### src/hw/rtl/hsl_pkg.sv
// shared types and constants for the rgb to hsl converter
package hsl_pkg;

    localparam int NUM_CELLS = 8;
    localparam int NUM_LANES = 4;

    localparam logic [1:0] LANE_SAT = 2'd0;
    localparam logic [1:0] LANE_DR  = 2'd1;
    localparam logic [1:0] LANE_DG  = 2'd2;
    localparam logic [1:0] LANE_DB  = 2'd3;

    localparam logic [1:0] GRP_RED   = 2'd0;
    localparam logic [1:0] GRP_GREEN = 2'd1;
    localparam logic [1:0] GRP_BLUE  = 2'd2;

    localparam logic [7:0] HUE_GREY  = 8'd170;
    localparam logic [7:0] HUE_THIRD = 8'd85;
    localparam logic [7:0] HUE_SIXTH = 8'd42;
    localparam logic [7:0] HSL_FULL  = 8'd255;

    typedef struct packed {
        logic [7:0] red;
        logic [7:0] green;
        logic [7:0] blue;
    } t_pixel;

    typedef struct packed {
        logic [7:0] hue;
        logic [7:0] saturation;
        logic [7:0] lightness;
    } t_hsl;

    typedef struct packed {
        logic [8:0] den;
        logic [8:0] rem;
        logic [7:0] low;
        logic [7:0] quo;
    } t_lane;

    typedef struct packed {
        logic                       vld;
        logic                       grey;
        logic [7:0]                 light;
        logic [1:0]                 grp;
        t_lane [NUM_LANES-1:0]      lane;
    } t_stage;

endpackage

### src/hw/rtl/hsl_prep.sv
// input stage: max, min, lightness and divider operands
module hsl_prep import hsl_pkg::*; (
    input  logic   i_clk,
    input  logic   i_rst_n,
    input  logic   i_en,
    input  logic   i_valid,
    input  t_pixel i_pix,
    output t_stage o_stage
);

    t_stage r_stage;
    t_stage n_stage;

    logic [7:0]  mx;
    logic [7:0]  mn;
    logic [8:0]  sum;
    logic [7:0]  spread;
    logic [8:0]  den;
    logic [16:0] sat_num;
    logic [13:0] dr_num;
    logic [13:0] dg_num;
    logic [13:0] db_num;
    logic [1:0]  grp;

    always_comb begin
        mx = i_pix.red;
        mn = i_pix.red;
        if (i_pix.green > mx) mx = i_pix.green;
        if (i_pix.blue > mx) mx = i_pix.blue;
        if (i_pix.green < mn) mn = i_pix.green;
        if (i_pix.blue < mn) mn = i_pix.blue;
        sum    = {1'b0, mx} + {1'b0, mn};
        spread = mx - mn;
        if (sum <= 9'd254) begin
            den = sum;
        end else begin
            den = 9'd510 - sum;
        end
        sat_num = ({9'd0, spread} << 8) - {9'd0, spread} + {9'd0, den[8:1]};
        dr_num  = 14'((mx - i_pix.red) * HUE_SIXTH) + {7'd0, spread[7:1]};
        dg_num  = 14'((mx - i_pix.green) * HUE_SIXTH) + {7'd0, spread[7:1]};
        db_num  = 14'((mx - i_pix.blue) * HUE_SIXTH) + {7'd0, spread[7:1]};
        if (i_pix.red == mx) begin
            grp = GRP_RED;
        end else if (i_pix.green == mx) begin
            grp = GRP_GREEN;
        end else begin
            grp = GRP_BLUE;
        end

        n_stage       = r_stage;
        n_stage.vld   = i_valid;
        n_stage.grey  = (spread == 8'd0);
        n_stage.light = 8'((10'({1'b0, sum}) + 10'd1) >> 1);
        n_stage.grp   = grp;
        n_stage.lane[LANE_SAT] = '{den: den, rem: sat_num[16:8], low: sat_num[7:0], quo: 8'd0};
        n_stage.lane[LANE_DR]  = '{den: {1'b0, spread}, rem: {3'd0, dr_num[13:8]},
                                   low: dr_num[7:0], quo: 8'd0};
        n_stage.lane[LANE_DG]  = '{den: {1'b0, spread}, rem: {3'd0, dg_num[13:8]},
                                   low: dg_num[7:0], quo: 8'd0};
        n_stage.lane[LANE_DB]  = '{den: {1'b0, spread}, rem: {3'd0, db_num[13:8]},
                                   low: db_num[7:0], quo: 8'd0};
    end

    always_ff @(posedge i_clk) begin
        if (!i_rst_n) begin
            r_stage <= '0;
        end else if (i_en) begin
            r_stage <= n_stage;
        end
    end

    assign o_stage = r_stage;

endmodule

### src/hw/rtl/hsl_div_cell.sv
// one restoring division step for every lane, registered
module hsl_div_cell import hsl_pkg::*; (
    input  logic   i_clk,
    input  logic   i_rst_n,
    input  logic   i_en,
    input  t_stage i_stage,
    output t_stage o_stage
);

    t_stage r_stage;
    t_stage n_stage;

    always_comb begin
        logic [9:0] trial;
        n_stage = i_stage;
        for (int k = 0; k < NUM_LANES; k++) begin
            trial = {i_stage.lane[k].rem, i_stage.lane[k].low[7]};
            if (trial >= {1'b0, i_stage.lane[k].den}) begin
                n_stage.lane[k].rem = 9'(trial - {1'b0, i_stage.lane[k].den});
                n_stage.lane[k].quo = {i_stage.lane[k].quo[6:0], 1'b1};
            end else begin
                n_stage.lane[k].rem = trial[8:0];
                n_stage.lane[k].quo = {i_stage.lane[k].quo[6:0], 1'b0};
            end
            n_stage.lane[k].low = {i_stage.lane[k].low[6:0], 1'b0};
        end
    end

    always_ff @(posedge i_clk) begin
        if (!i_rst_n) begin
            r_stage <= '0;
        end else if (i_en) begin
            r_stage <= n_stage;
        end
    end

    assign o_stage = r_stage;

endmodule

### src/hw/rtl/hsl_post.sv
// output stage: hue assembly and result register
module hsl_post import hsl_pkg::*; (
    input  logic   i_clk,
    input  logic   i_rst_n,
    input  logic   i_en,
    input  t_stage i_stage,
    output logic   o_valid,
    output t_hsl   o_hsl
);

    logic r_valid;
    t_hsl r_hsl;
    t_hsl n_hsl;

    logic signed [9:0] hue;
    logic signed [9:0] dr;
    logic signed [9:0] dg;
    logic signed [9:0] db;

    always_comb begin
        dr = signed'({2'd0, i_stage.lane[LANE_DR].quo});
        dg = signed'({2'd0, i_stage.lane[LANE_DG].quo});
        db = signed'({2'd0, i_stage.lane[LANE_DB].quo});
        case (i_stage.grp)
            GRP_RED:   hue = db - dg;
            GRP_GREEN: hue = signed'({2'd0, HUE_THIRD}) + dr - db;
            default:   hue = signed'({2'd0, HUE_GREY}) + dg - dr;
        endcase
        if (hue < 0) begin
            hue = hue + signed'({2'd0, HSL_FULL});
        end
        n_hsl.lightness = i_stage.light;
        if (i_stage.grey) begin
            n_hsl.hue        = HUE_GREY;
            n_hsl.saturation = 8'd0;
        end else begin
            n_hsl.hue        = hue[7:0];
            n_hsl.saturation = i_stage.lane[LANE_SAT].quo;
        end
    end

    always_ff @(posedge i_clk) begin
        if (!i_rst_n) begin
            r_valid <= 1'b0;
        end else if (i_en) begin
            r_valid <= i_stage.vld;
        end
    end

    always_ff @(posedge i_clk) begin
        if (i_en) begin
            r_hsl <= n_hsl;
        end
    end

    assign o_valid = r_valid;
    assign o_hsl   = r_hsl;

endmodule

### src/hw/rtl/rgb_to_hsl_pixel_converter.sv
// top level of the rgb to hsl pixel converter
// Converts one 8-bit RGB pixel per clock into hue, saturation and lightness,
// each scaled 0..255 (hue 170 and saturation 0 for grey). The pipeline is an
// input stage, a row of eight division cells that each resolve one quotient
// bit for the saturation and the three hue deltas, and an output register. A
// new request is taken every cycle; the whole pipeline holds while a waiting
// result is stalled at the output.
module rgb_to_hsl_pixel_converter import hsl_pkg::*; (
    input  logic   i_clk,
    input  logic   i_rst_n,
    input  logic   i_valid,
    output logic   o_stall,
    input  t_pixel i_pix,
    output logic   o_valid,
    input  logic   i_stall,
    output t_hsl   o_hsl
);

    logic   en;
    t_stage stage [NUM_CELLS+1];

    assign en      = !(o_valid && i_stall);
    assign o_stall = !en;

    hsl_prep u_prep (
        .i_clk   (i_clk),
        .i_rst_n (i_rst_n),
        .i_en    (en),
        .i_valid (i_valid),
        .i_pix   (i_pix),
        .o_stage (stage[0])
    );

    for (genvar c = 0; c < NUM_CELLS; c++) begin : g_cell
        hsl_div_cell u_cell (
            .i_clk   (i_clk),
            .i_rst_n (i_rst_n),
            .i_en    (en),
            .i_stage (stage[c]),
            .o_stage (stage[c+1])
        );
    end

    hsl_post u_post (
        .i_clk   (i_clk),
        .i_rst_n (i_rst_n),
        .i_en    (en),
        .i_stage (stage[NUM_CELLS]),
        .o_valid (o_valid),
        .o_hsl   (o_hsl)
    );

endmodule

### config.mk
export PLATFORM = sky130hd
export DESIGN_NAME = rgb_to_hsl_pixel_converter
export DESIGN_NICKNAME = d
export VERILOG_FILES = /design/src/hw/rtl/hsl_pkg.sv /design/src/hw/rtl/hsl_prep.sv /design/src/hw/rtl/hsl_div_cell.sv /design/src/hw/rtl/hsl_post.sv /design/src/hw/rtl/rgb_to_hsl_pixel_converter.sv
export SDC_FILE = /design/constraint.sdc
export NUM_CORES = 2
export LEC_CHECK = 0
export ABC_AREA = 1
export BUFFER_PORTS_ARGS = -buffer_cell sky130_fd_sc_hd__buf_2
export CAP_MARGIN = 20
export CELL_PAD_IN_SITES_DETAIL_PLACEMENT = 1
export CELL_PAD_IN_SITES_GLOBAL_PLACEMENT = 1
export CORE_ASPECT_RATIO = 1.1
export CORE_MARGIN = 5
export CORE_UTILIZATION = 43
export CTS_CLUSTER_DIAMETER = 80
export DETAILED_ROUTE_END_ITERATION = 6
export HOLD_SLACK_MARGIN = 0.08
export PLACE_DENSITY = 0.79
export SYNTH_ARGS = -nofsm -noshare
export SYNTH_HDL_FRONTEND = slang
export SYNTH_SLANG_ARGS = --single-unit
### constraint.sdc
create_clock -name i_clk -period 7.3 [get_ports i_clk]
set_input_delay 0.73 -clock i_clk [delete_from_list [all_inputs] [get_ports i_clk]]
set_output_delay 0.73 -clock i_clk [all_outputs]
set_load 0.05 [all_outputs]
==> results.txt <==
The flow ran to the end, and the final reports show no timing, DRC or antenna violations. The setup slack after layout came out at 0.627 ns. After legalization and detailed placement, the total HPWL measured 104000 µm.

The sequential element share of the synthesized area is 0.336. The number of maximum-capacitance constraint violations came out at 0. The worst setup skew after layout came out at 0.0293 ns.

The vertical extent of the die came out at 363 µm. Post-CTS timing repair inserted 0 buffers for setup. The count of synthesis-stage warnings from yosys came out at 0.

The detailed-route via count is 44000. The remaining global-route overflow came out at 0. The critical path is of the primary input to flop type. The area overhead of the layout relative to synthesis is 10.8%.

The average routed wire per standard cell is about 17 µm. Counting the fill cells in the layout gives 14300. The number of antenna violations at the first check in global routing is 0. The total iterations of the first detailed-routing run came out at 5. The worst setup path is launched from a primary input. After clock tree synthesis, the repair step resized 0 gates. After synthesis, the share of flip-flops with an asynchronous set or reset is 0. In the synthesized netlist, the number of instances is 6698. After floorplanning, the core was divided into 129 placement rows.

The library cell used most frequently in the layout, excluding fill and tap cells, is sky130_fd_sc_hd__nand2_1. TritonCTS built the clock tree. Setup violations remaining at the end of the flow were counted as 0. The synthesized design contains 24 enable-type register cells. The count of endpoints failing hold in the final timing report is 0. The number of vias per cell after detailed routing came out at 5.31. The die area came out at ~0.12 mm². The final weighted congestion in routability-driven placement came out at 0.868. The synthesized net count came out at 7232. Data on the critical path is required at its endpoint by slightly below 8 ns.

The count of hold buffers inserted by post-cts repair is 0. The post-route antenna net violation count is 0. The iteration-0 DRC count of the detailed router came out at 2003. The post-synth design cell area is ~0.049 mm². The number of pins exceeding their max-slew limit in the final report is 0. Clock-pin slew was measured on the worst setup and hold paths at roughly 0.060 ns.

The starting density of the core came out at 0.433. The tree is rooted in a sky130_fd_sc_hd__clkbuf_16. The actual slew at the worst max-slew pin is 1.08 ns. The CTS sink count came out at 804. The total CTS buffers came out at 86.

The worst slack at placement came out at -0.185 ns. The region available for standard cell placement spans 0.112 mm². The first global-routing pass estimated 233000 µm of wire. In the synthesized netlist the dominant register cell turns out to be sky130_fd_sc_hd__dfxtp_1. The source-to-sink clock delay at the later pin of the worst-skew pair came out at 0.66 ns. The via count of the first global-routing pass was 45600.

Input and output buffers added on the ports amount to 53. The endpoint arrival time on the critical path came out at 7.24 ns. The shortest clock period the worst path allows after layout is ~6.7 ns. The maximum number of pins on one net before global-route repair is 226.

The final wirelength is 143000 µm. The cell that appears most often on the critical path is sky130_fd_sc_hd__nand2_1. The fraction of final layout cells sized beyond drive strength 1 is 0.0663.

At the end of the flow, the number of nets in the layout was 7253. The I/O pin total came out at 54. Leaving out fill and tap cells, the most frequent cells in the layout are 991 x sky130_fd_sc_hd__nand2_1, 850 x sky130_fd_sc_hd__nor2_1, 845 x sky130_fd_sc_hd__inv_1. Headroom to the max-slew limit came out at 0.283. The count of H-tree levels built during CTS came out at 3.

The setup slack on the worst flop-to-flop path is around 3.9 ns. The endpoint type of the worst setup path is a flop. The ratio of final minimum period to clock period is 0.914. For this run, the slowest stage of the critical path takes 0.50 ns. The class of the worst hold path is primary input to flop.

The biggest fanout along the worst timing path came out at 8. Counting flops and latches in the post-synthesis netlist gives around 800. The slowest cell on the critical path is sky130_fd_sc_hd__fa_1. For this run, design rule violations remaining after detail routing come to 0. In this run, distinct cell masters in the synthesized netlist total 63. For this run, the total global-route usage over all layers was measured as 0.232. The peak clock frequency supported by timing came out at ~150 MHz.

The die is 331 µm wide. The longest clock path from root to sink contains 3 buffers. The average size of a mapped cell came out at 7.26 µm². The number of diodes added for antenna fixing is 0.
[sequential cells by signal, summed over array words and instances (netlist names)]
| name | count |
|---|---|
| u_post.o_valid | 1 |
| u_post.o_hsl | 24 |
| g_cell.u_cell.o_stage | 695 |
| u_prep.o_stage | 84 |
[cells by family (layout without fill, tap and decap cells)]
family	count (synthesis)	after routing	synth area share
DFF	804	804	0.336
and+or+nand+nor	2333	2333	0.201
xor gates and xnor gates	217	217	0.0407
AOI/OAI and AO/OA	1700	1700	0.191
buffers and inverters	1138	1223	0.0909
adders and majority gates	506	506	0.140
[final cells by class]
cell class | count | area (µm²) | share of cell area
multi-input combinational | 4756 | 27900 | 0.518
sequential | 804 | 16300 | 0.303
inverter | 866 | 3260 | 0.0606
clock buffer | 123 | 2580 | 0.0479
tap | 1506 | 1880 | 0.0350
timing repair buffer | 205 | 1510 | 0.0280
clock inverter | 29 | 375 | 0.00697
[worst max-delay path, delay by kind of cell]
family          cells  cell delay (ns)
buf+inv            10             1.16
compound gates      9             1.10
xor+xnor            1             0.24
simple gates       17             1.52
fa+ha+maj           8             2.46
[final timing paths]
kind / startpoint / end / cells past startpoint
max: i_pix[19] / u_prep.o_stage[122] / 45
min: i_valid / u_prep.o_stage[147] / 3
max reg2reg: g_cell[7].u_cell.o_stage[69] / u_post.o_hsl[23] / 16
min reg2reg: g_cell[7].u_cell.o_stage[138] / u_post.o_hsl[0] / 0
[routing by layer]
layer  part of all wire  track usage  wire [µm]  vias to the layer above
met1               0.44        0.275      62100                    21200
met3              0.021       0.0214       2960                      213
li1                   -            -          -                    22200
met4              0.030       0.0696       4310                        0
met2               0.51        0.440      73200                      447
met5                  0            0          0                        -
[Yosys cell counts, types with 6 or more instances]
master                       n  area, µm²
sky130_fd_sc_hd__nor3_1     27        135
sky130_fd_sc_hd__ha_1      442       5530
sky130_fd_sc_hd__o22ai_1    10       62.6
sky130_fd_sc_hd__nand4_1    70        438
sky130_fd_sc_hd__a211oi_1   21        158
sky130_fd_sc_hd__dfxtp_1   780      15600
sky130_fd_sc_hd__xnor2_1    69        604
sky130_fd_sc_hd__nor2_1    852       3200
sky130_fd_sc_hd__nand3b_1   43        323
sky130_fd_sc_hd__nand2_1   992       3720
sky130_fd_sc_hd__clkbuf_1  185        694
sky130_fd_sc_hd__nand3_2     7       70.1
sky130_fd_sc_hd__buf_1      19       71.3
sky130_fd_sc_hd__a21o_1     38        285
sky130_fd_sc_hd__xor2_1    141       1230
sky130_fd_sc_hd__o21ai_0   755       3780
sky130_fd_sc_hd__nor2_2     16        100
sky130_fd_sc_hd__a21boi_0   20        150
sky130_fd_sc_hd__edfxtp_1   24        721
sky130_fd_sc_hd__buf_4       7       52.6
sky130_fd_sc_hd__inv_2      20       75.1
sky130_fd_sc_hd__inv_1     845       3170
sky130_fd_sc_hd__fa_1       64       1280
sky130_fd_sc_hd__nand3_1   266       1330
sky130_fd_sc_hd__o21a_1     13       97.6
sky130_fd_sc_hd__a21oi_1   598       2990
sky130_fd_sc_hd__a221oi_1   22        193
sky130_fd_sc_hd__o211ai_1   78        586
sky130_fd_sc_hd__o21ai_1    29        145
sky130_fd_sc_hd__nor4_1      6       37.5
sky130_fd_sc_hd__or2_2      11       68.8
sky130_fd_sc_hd__nand2_2    11       68.8
sky130_fd_sc_hd__o21bai_1   15        113
sky130_fd_sc_hd__buf_2      55        275
sky130_fd_sc_hd__a31oi_1    76        475
sky130_fd_sc_hd__and2_1      6       37.5
[through the flow]
step	utilization	hold slack (ns)	setup TNS (ns)	std cells	area [µm²]
detailed placement	0.452	0.414	-0.997	8135	50800
global route	0.479	0.351	-0.0421	8289	53800
finish	0.479	0.359	0	8289	53800
floorplan	-	0.403	0	6698	48600
CTS	0.479	0.318	0	8287	53800
global placement	0.452	0.407	0	8135	50800
Power is left out: the tool's default activity adds up to more than one toggle a clock period on the data nets, which glitch-free logic cannot reach.
